<file path="config.mk">
export PLATFORM = sky130hd
export DESIGN_NAME = rvx_alu
export DESIGN_NICKNAME = d
export VERILOG_FILES = /design/src/sv/rv32_subset_execute_unit_core_macros.svh /design/src/sv/rvx_pkg.sv /design/src/sv/rvx_alu.sv
export SDC_FILE = /design/constraint.sdc
export NUM_CORES = 1
export LEC_CHECK = 0
export BUFFER_PORTS_ARGS = -buffer_cell sky130_fd_sc_hd__buf_2
export CORE_ASPECT_RATIO = 2
export CORE_MARGIN = 3
export CORE_UTILIZATION = 63
export DETAILED_ROUTE_END_ITERATION = 8
export MAX_ROUTING_LAYER = met4
export PLACE_DENSITY = 0.85
export SLEW_MARGIN = 40
export SYNTH_ARGS = -nofsm -noshare
export SYNTH_HDL_FRONTEND = slang
export SYNTH_SLANG_ARGS = --single-unit
</file>
<file path="constraint.sdc">
create_clock -name vclk -period 5.9
set_input_delay 0.885 -clock vclk [all_inputs]
set_output_delay 0.885 -clock vclk [all_outputs]
set_load 0.03 [all_outputs]
</file>
<file path="src/sv/rv32_subset_execute_unit_core_macros.svh">
// Assertion macros shared by the execute unit RTL.
`ifndef RV32_SUBSET_EXECUTE_UNIT_CORE_MACROS_SVH
`define RV32_SUBSET_EXECUTE_UNIT_CORE_MACROS_SVH

// Same-cycle implication, disabled while reset is asserted.
`define RVX_ASSERT_IMPL(lbl, clk, rstn, ante, cons, msg) \
  lbl: assert property (@(posedge clk) disable iff (!rstn) (ante) |-> (cons)) else $error(msg);

// Next-cycle implication, disabled while reset is asserted.
`define RVX_ASSERT_NEXT(lbl, clk, rstn, ante, cons, msg) \
  lbl: assert property (@(posedge clk) disable iff (!rstn) (ante) |=> (cons)) else $error(msg);

`endif

</file>
<file path="src/sv/rvx_pkg.sv">
// Shared types, operation codes and constants for the execute unit.
package rvx_pkg;

  localparam int unsigned XLEN          = 32;
  localparam int unsigned NREGS         = 32;
  localparam int unsigned RIDX_W        = $clog2(NREGS);
  localparam int unsigned MEM_WORDS_DEF = 1024;

  typedef enum logic [4:0] {
    OP_LI    = 5'd0,
    OP_ADDI  = 5'd1,
    OP_ADD   = 5'd2,
    OP_SUB   = 5'd3,
    OP_AND   = 5'd4,
    OP_OR    = 5'd5,
    OP_XOR   = 5'd6,
    OP_SLLI  = 5'd7,
    OP_SRLI  = 5'd8,
    OP_SRAI  = 5'd9,
    OP_SLL   = 5'd10,
    OP_SRL   = 5'd11,
    OP_SRA   = 5'd12,
    OP_SLTU  = 5'd13,
    OP_SLTIU = 5'd14,
    OP_ORI   = 5'd15,
    OP_XORI  = 5'd16,
    OP_LW    = 5'd17,
    OP_SW    = 5'd18
  } op_e;

  typedef struct packed {
    logic [4:0]             operation;
    logic [RIDX_W-1:0]      dest_reg;
    logic [RIDX_W-1:0]      src1_reg;
    logic [RIDX_W-1:0]      src2_reg;
    logic signed [XLEN-1:0] immediate;
  } req_t;

  typedef struct packed {
    logic [XLEN-1:0] write_value;
    logic            reg_written;
    logic [XLEN-1:0] next_pc;
  } rsp_t;

  // One register file write, also kept as the forwarding source.
  typedef struct packed {
    logic              en;
    logic [RIDX_W-1:0] addr;
    logic [XLEN-1:0]   data;
  } rf_wr_t;

endpackage

</file>
<file path="src/sv/rvx_alu.sv">
// Execute datapath: computes the result value and the register write flag.
module rvx_alu (
  input  logic [4:0]               op_i,
  input  logic [rvx_pkg::XLEN-1:0] a_i,
  input  logic [rvx_pkg::XLEN-1:0] b_i,
  input  logic [rvx_pkg::XLEN-1:0] imm_i,
  input  logic [rvx_pkg::XLEN-1:0] mem_data_i,
  input  logic                     in_mem_i,
  output logic [rvx_pkg::XLEN-1:0] val_o,
  output logic                     writes_o
);
  import rvx_pkg::*;

  logic [4:0] ish;
  logic [4:0] rsh;

  assign ish = imm_i[4:0];
  assign rsh = b_i[4:0];

  always_comb begin
    val_o    = '0;
    writes_o = 1'b1;
    unique case (op_e'(op_i))
      OP_LI:    val_o = imm_i;
      OP_ADDI:  val_o = a_i + imm_i;
      OP_ADD:   val_o = a_i + b_i;
      OP_SUB:   val_o = a_i - b_i;
      OP_AND:   val_o = a_i & b_i;
      OP_OR:    val_o = a_i | b_i;
      OP_XOR:   val_o = a_i ^ b_i;
      OP_SLLI:  val_o = a_i << ish;
      OP_SRLI:  val_o = a_i >> ish;
      OP_SRAI:  val_o = $unsigned($signed(a_i) >>> ish);
      OP_SLL:   val_o = a_i << rsh;
      OP_SRL:   val_o = a_i >> rsh;
      OP_SRA:   val_o = $unsigned($signed(a_i) >>> rsh);
      OP_SLTU:  val_o = {{(XLEN-1){1'b0}}, a_i < b_i};
      OP_SLTIU: val_o = {{(XLEN-1){1'b0}}, a_i < imm_i};
      OP_ORI:   val_o = a_i | imm_i;
      OP_XORI:  val_o = a_i ^ imm_i;
      OP_LW:    val_o = in_mem_i ? mem_data_i : '0;
      OP_SW: begin
        // The second read port carries the store data register.
        val_o    = b_i;
        writes_o = 1'b0;
      end
      default: begin
        val_o    = '0;
        writes_o = 1'b0;
      end
    endcase
  end

endmodule

</file>
==> Implementation_results.wiki, run 1 <==
{| class="wikitable"
! Metric !! Value
|-
| Status || stopped before the end
|-
| Terminating stage of the flow || global routing
|-
| Error msg || [ERROR GRT-0116] Global routing finished with congestion. Check the congestion regions in the DRC Viewer.
|-
| Post-CTS Hold Buffers || 0
|-
| DPL Wire Length || between 50000 and 60000 um
|-
| Final Wtd Congestion || between 1.5 and 2
|-
| Mapped Avg Cell Area || roughly 6.6 um2
|-
| Cell count after synthesis || roughly 2100
|-
| PortBufs || 167
|-
| Starting utilization of the core area || between 60% and 70%
|-
| Largest net degree at the start of global routing || 39
|-
| Die Span Y || roughly 220 um
|-
| First-pass GRT wire length || about 120000 um
|-
| Remaining global-route overflow || 73
|-
| Via count of the first global-routing pass || around 21000
|-
| Cell area after synthesis || approximately 0.014 mm2
|-
| Post-CTS sizing || 0
|-
| Net count of the mapped netlist || 2368
|-
| Yosys warns || 0
|-
| Chip width || 111 um
|-
| I/O Pins || 167
|-
| Sequential fraction of the synthesis area || 0%
|-
| Number of library cell types mapped by synthesis || 96
|-
| Floorplan row count || 76
|-
| Total GRT Usage || 64.5%
|-
| Setup repair bufs after CTS || 0
|}
[cell usage after synthesis (10+ instances only)]
master                     instances  area, um2
sky130_fd_sc_hd__nand2_1         257        965
sky130_fd_sc_hd__a21oi_1         198        991
sky130_fd_sc_hd__mux2i_1         171       1710
sky130_fd_sc_hd__ha_1            130       1630
sky130_fd_sc_hd__nor2_1          128        480
sky130_fd_sc_hd__o21ai_0         126        631
sky130_fd_sc_hd__clkbuf_1        121        454
sky130_fd_sc_hd__inv_1            82        308
sky130_fd_sc_hd__nand3_1          68        340
sky130_fd_sc_hd__a211oi_1         54        405
sky130_fd_sc_hd__nand2b_1         54        338
sky130_fd_sc_hd__xnor2_1          48        420
sky130_fd_sc_hd__a22oi_1          46        345
sky130_fd_sc_hd__buf_2            38        190
sky130_fd_sc_hd__o211ai_1         38        285
sky130_fd_sc_hd__a21o_1           35        263
sky130_fd_sc_hd__nor3_1           30        150
sky130_fd_sc_hd__o22ai_1          29        181
sky130_fd_sc_hd__nand4_1          28        175
sky130_fd_sc_hd__xor2_1           26        228
sky130_fd_sc_hd__a222oi_1         25        250
sky130_fd_sc_hd__a221oi_1         23        201
sky130_fd_sc_hd__a311oi_1         20        175
sky130_fd_sc_hd__o221ai_1         19        166
sky130_fd_sc_hd__mux2_2           18        203
sky130_fd_sc_hd__nor2b_1          18        113
sky130_fd_sc_hd__a31oi_1          16        100
sky130_fd_sc_hd__and3_1           16        100
sky130_fd_sc_hd__and2_1           14       87.6
sky130_fd_sc_hd__a22o_1           10       87.6
sky130_fd_sc_hd__o31ai_1          10       75.1
[metal layers]
metal / GRT usage (%) / GRT overflow
met4: 65.3 / 31
met2: 85.1 / 39
met5: - / -
met1: 60.7 / 1
met3: 41.8 / 2
[kinds of logic after synthesis]
family	Yosys count	share of synthesized area, %
XOR/XNOR	74	4.64
adder cells (fa/ha/maj)	132	11.9
AO/OA/AOI/OAI	759	36.7
multiplexers	202	15.6
AND/OR/NAND/NOR	670	22.9
buffers and inverters	265	8.19
[per-stage QoR]
| step | instance area [um2] | cells | setup slack (ns) | hold WS [ns] | util [%] |
|---|---|---|---|---|---|
| floorplan | 14000 | 2102 | 0.267 | 2.08 | - |
| global placement | 15100 | 2455 | 0.136 | 2.28 | 69.6 |
| detailed placement | 15100 | 2455 | 0.124 | 2.29 | 69.7 |
| CTS | 15100 | 2455 | 0.104 | 2.28 | 69.7 |
==> run 2, diff against run 1 <==
- CORE_ASPECT_RATIO: 2 -> not set
- CORE_UTILIZATION: 63 -> 40
- MAX_ROUTING_LAYER: met4 -> not set
- PLACE_DENSITY: 0.85 -> not set
- PLACE_DENSITY_LB_ADDON: not set -> 0.15
==> run 2 against run 1 <==
Compared with the run above: the flow now finishes without violations; area after synthesis did not move; synthesized cell count did not move.
==> Implementation_results.wiki, run 2 <==
{| class="wikitable"
! Metric !! Value
|-
| Detailed Route WL || 84800 um
|-
| Footprint of the flip-flops and latches || 0 um2
|-
| Most numerous cell in the Yosys netlist || sky130_fd_sc_hd__nand2_1 (unchanged)
|-
| Initial drt markers || 2966
|-
| Final-layout worst hold slack || 2.30 ns
|-
| Chip width || 193 um (was 111 um)
|-
| Dominant cell type by area after synthesis || sky130_fd_sc_hd__mux2i_1 (unchanged)
|-
| Class of the tightest hold or removal check || input port to output pin
|-
| Count of clock-net buffers in the final layout || 0
|-
| Fraction of the cycle the final worst path needs || between 90% and 100%
|-
| First-pass GRT wire length || 121000 um
|-
| Cells traversed along the worst timing path || buf_2 > nor3_2 > nand2_2 > buf_4 > o21ai_0 > ha_1 > a211oi_1 > a21oi_1 > nor2_1 > xnor2_1 > a221oi_1 > nand2_1 > a211oi_1 > buf_4 > nand3_1 > buf_2
|-
| I/O Pins || 167 (unchanged)
|-
| Family with the most delay on the worst path || compound AO/OA/AOI/OAI gates
|-
| Crit. path cell count || 16
|-
| PortBufs || 167 (unchanged)
|-
| Combinational family with the most area after synthesis || compound AO/OA/AOI/OAI gates (unchanged)
|-
| Most common library cell in the layout ignoring fill and taps || sky130_fd_sc_hd__nand2_1
|-
| Number of remaining DRC errors || 0
|-
| Synth cell count leaders || sky130_fd_sc_hd__nand2_1, sky130_fd_sc_hd__a21oi_1, sky130_fd_sc_hd__mux2i_1 (unchanged)
|-
| Number of placed cells counting well taps || 2692 (was 2455)
|-
| Layout cells sized above 1 || 17.4%
|-
| Die Span Y || 193 um (was 217 um)
|-
| Final Wtd Congestion || 1.07 (was 1.59)
|-
| Sum Neg Setup Slack || 0 ns
|-
| Count of endpoints failing hold in the final timing report || 0
|-
| Largest net degree at the start of global routing || 36
|-
| F_max || 177 MHz
|-
| Setup repair bufs after CTS || 0 (unchanged)
|-
| Number of antenna violations at the first check in global routing || 10
|-
| Cell area power density || ~110 mW/mm2
|-
| Max-Slew Margin vs Limit || 37.3%
|-
| Share of the synthesized area in the top cell type || 12.3% (unchanged)
|-
| Vias || between 15000 and 20000
|-
| Count of buffer and inverter cells on the critical path || 4
|-
| Fraction of synthesized cell area in xor and xnor cells || 4.64% (unchanged)
|-
| Basic-gate share of the synthesized area counting and, or, nand and nor cells || 22.9% (unchanged)
|-
| Number of vias per cell || 7.04
|-
| Element type at the critical path end || output pin
|-
| Post-route non-filler standard cell count || 2693
|-
| Yosys warns || 0 (unchanged)
|-
| Number of nets in the layout || 2512
|-
| Transition time of the tightest slew-check pin || roughly 0.94 ns
|-
| Remaining global-route overflow || 0
|-
| Status || finished clean (was stopped before the end)
|-
| Max Cap Viol || 0
|-
| Sequential fraction of the synthesis area || 0% (unchanged)
|-
| Post-CTS Hold Buffers || 0 (unchanged)
|-
| Count of flip-flops and latches || 0
|-
| Share of synthesized cell area in full adder, half adder and majority cells || 11.9% (unchanged)
|-
| Compound-cell area share of the yosys netlist || 36.7% (unchanged)
|-
| DPL Wire Length || 67600 um (was 54700 um)
|-
| Cell types occupying the most area after synthesis || sky130_fd_sc_hd__mux2i_1, sky130_fd_sc_hd__ha_1, sky130_fd_sc_hd__a21oi_1 (unchanged)
|-
| Starting utilization of the core area || 41.1% (was 64.4%)
|-
| VDD IR max || 0.0640 mV
|-
| Setup repair after global routing missed its margin || false
|-
| Post-detailed-route wirelength per cell || ~32 um
|-
| Number of library cell types mapped by synthesis || 96 (unchanged)
|-
| Cell count after synthesis || 2102 (unchanged)
|-
| Worst Hold Path Cells || 4
|-
| Count of endpoints failing setup in the final report || 0
|-
| Highest-delay cell along the critical path || sky130_fd_sc_hd__a221oi_1
|-
| Total GRT Usage || 43.8%
|-
| Via count of the first global-routing pass || 17600
|-
| Remaining antenna violation count after routing || 0
|-
| Leak pwr || 0.00726 uW
|-
| Critical path data required time || 5.02 ns
|-
| Net count of the mapped netlist || 2368 (unchanged)
|-
| Nature of the critical path startpoint || input port
|-
| Crit path DAT || 4.78 ns
|-
| Worst-path maximum fanout || 27
|-
| Final critical delay including setup and external delays || roughly 5.7 ns
|-
| Synth-to-Final Area Change || 13.5%
|-
| Commonest cells after routing, fill and taps aside || sky130_fd_sc_hd__nand2_1, sky130_fd_sc_hd__a21oi_1, sky130_fd_sc_hd__mux2i_1, sky130_fd_sc_hd__buf_2, sky130_fd_sc_hd__buf_4
|-
| Die Footprint || 0.0372 mm2
|-
| Fraction of synthesized area in multiplexers || 15.6% (unchanged)
|-
| Core footprint || roughly 0.034 mm2
|-
| Final max-slew violation count || 0
|-
| Cell area after synthesis || 0.0140 mm2 (unchanged)
|-
| Critical path start-end classification || input port to output pin
|-
| Floorplan row count || 67 (was 76)
|-
| Delay of the slowest cell on the worst path || 0.77 ns
|-
| First drt pass iteration count || 6
|-
| Mapped Avg Cell Area || 6.64 um2 (unchanged)
|}
run 2: final timing paths:
path / startpoint / endpoint / slack [ns]
min: op_i[1] / writes_o / 2.30
max: op_i[4] / val_o[5] / 0.24
run 2: metrics by stage:
| step | setup slack (ns) | area (um2) | util (%) | total power [uW] |
|---|---|---|---|---|
| 2_1_floorplan | 0.267 | 14000 | - | 1000 |
| 3_3_place_gp | 0.244 | 15800 | 46.6 | 1630 |
| 3_5_place_dp | 0.203 | 15800 | 46.7 | 1640 |
| 4_1_cts | 0.190 | 15800 | 46.7 | 1650 |
| 5_1_grt | 0.0197 | 15900 | 46.7 | 1800 |
| 6_report | 0.237 | 15900 | 46.7 | 1720 |
run 2: worst min-delay path, cell delays in order:
cell                      delay (ns)
sky130_fd_sc_hd__buf_2          0.09
sky130_fd_sc_hd__buf_4          0.18
sky130_fd_sc_hd__o31ai_1        0.09
sky130_fd_sc_hd__buf_2          0.17
run 2: power breakdown:
part           switching, uW    leakage, uW  internal [uW]
logic                   1130        0.00726            590
registers                  0              0              0
clock network              0  0.00000000823      0.0000508
total                   1130        0.00726            590
run 2: cells by family (layout without fill, tap and decap cells):
| logic type | after synthesis | in the layout |
|---|---|---|
| other cells | 0 | 1 |
| fa+ha+maj | 132 | 132 |
| compound gates | 759 | 759 |
| mux | 202 | 202 |
| buf+inv | 265 | 407 |
| simple gates | 670 | 670 |
| xor+xnor | 74 | 74 |
run 2: routing by layer:
layer / track usage, % / wire (um)
met5: 0 / 71
met4: 26.3 / 6600
met3: 11.0 / 10800
met2: 68.0 / 36200
met1: 54.6 / 31100
run 2: what timing repair did:
item,in CTS,in global routing
hold endpoints to repair,0,0
setup endpoints to repair,0,8
gates resized for setup,0,4
run 2: final cells by class:
| type | count | area (um2) |
|---|---|---|
| Antenna cell | 1 | 2.50 |
| Tap cell | 448 | 561 |
| Multi-Input combinational cell | 1837 | 12900 |
| Fill cell | 3594 | 18100 |
| Inverter | 82 | 308 |
| Timing Repair Buffer | 325 | 2070 |
Power figures use the tool's default switching activity.
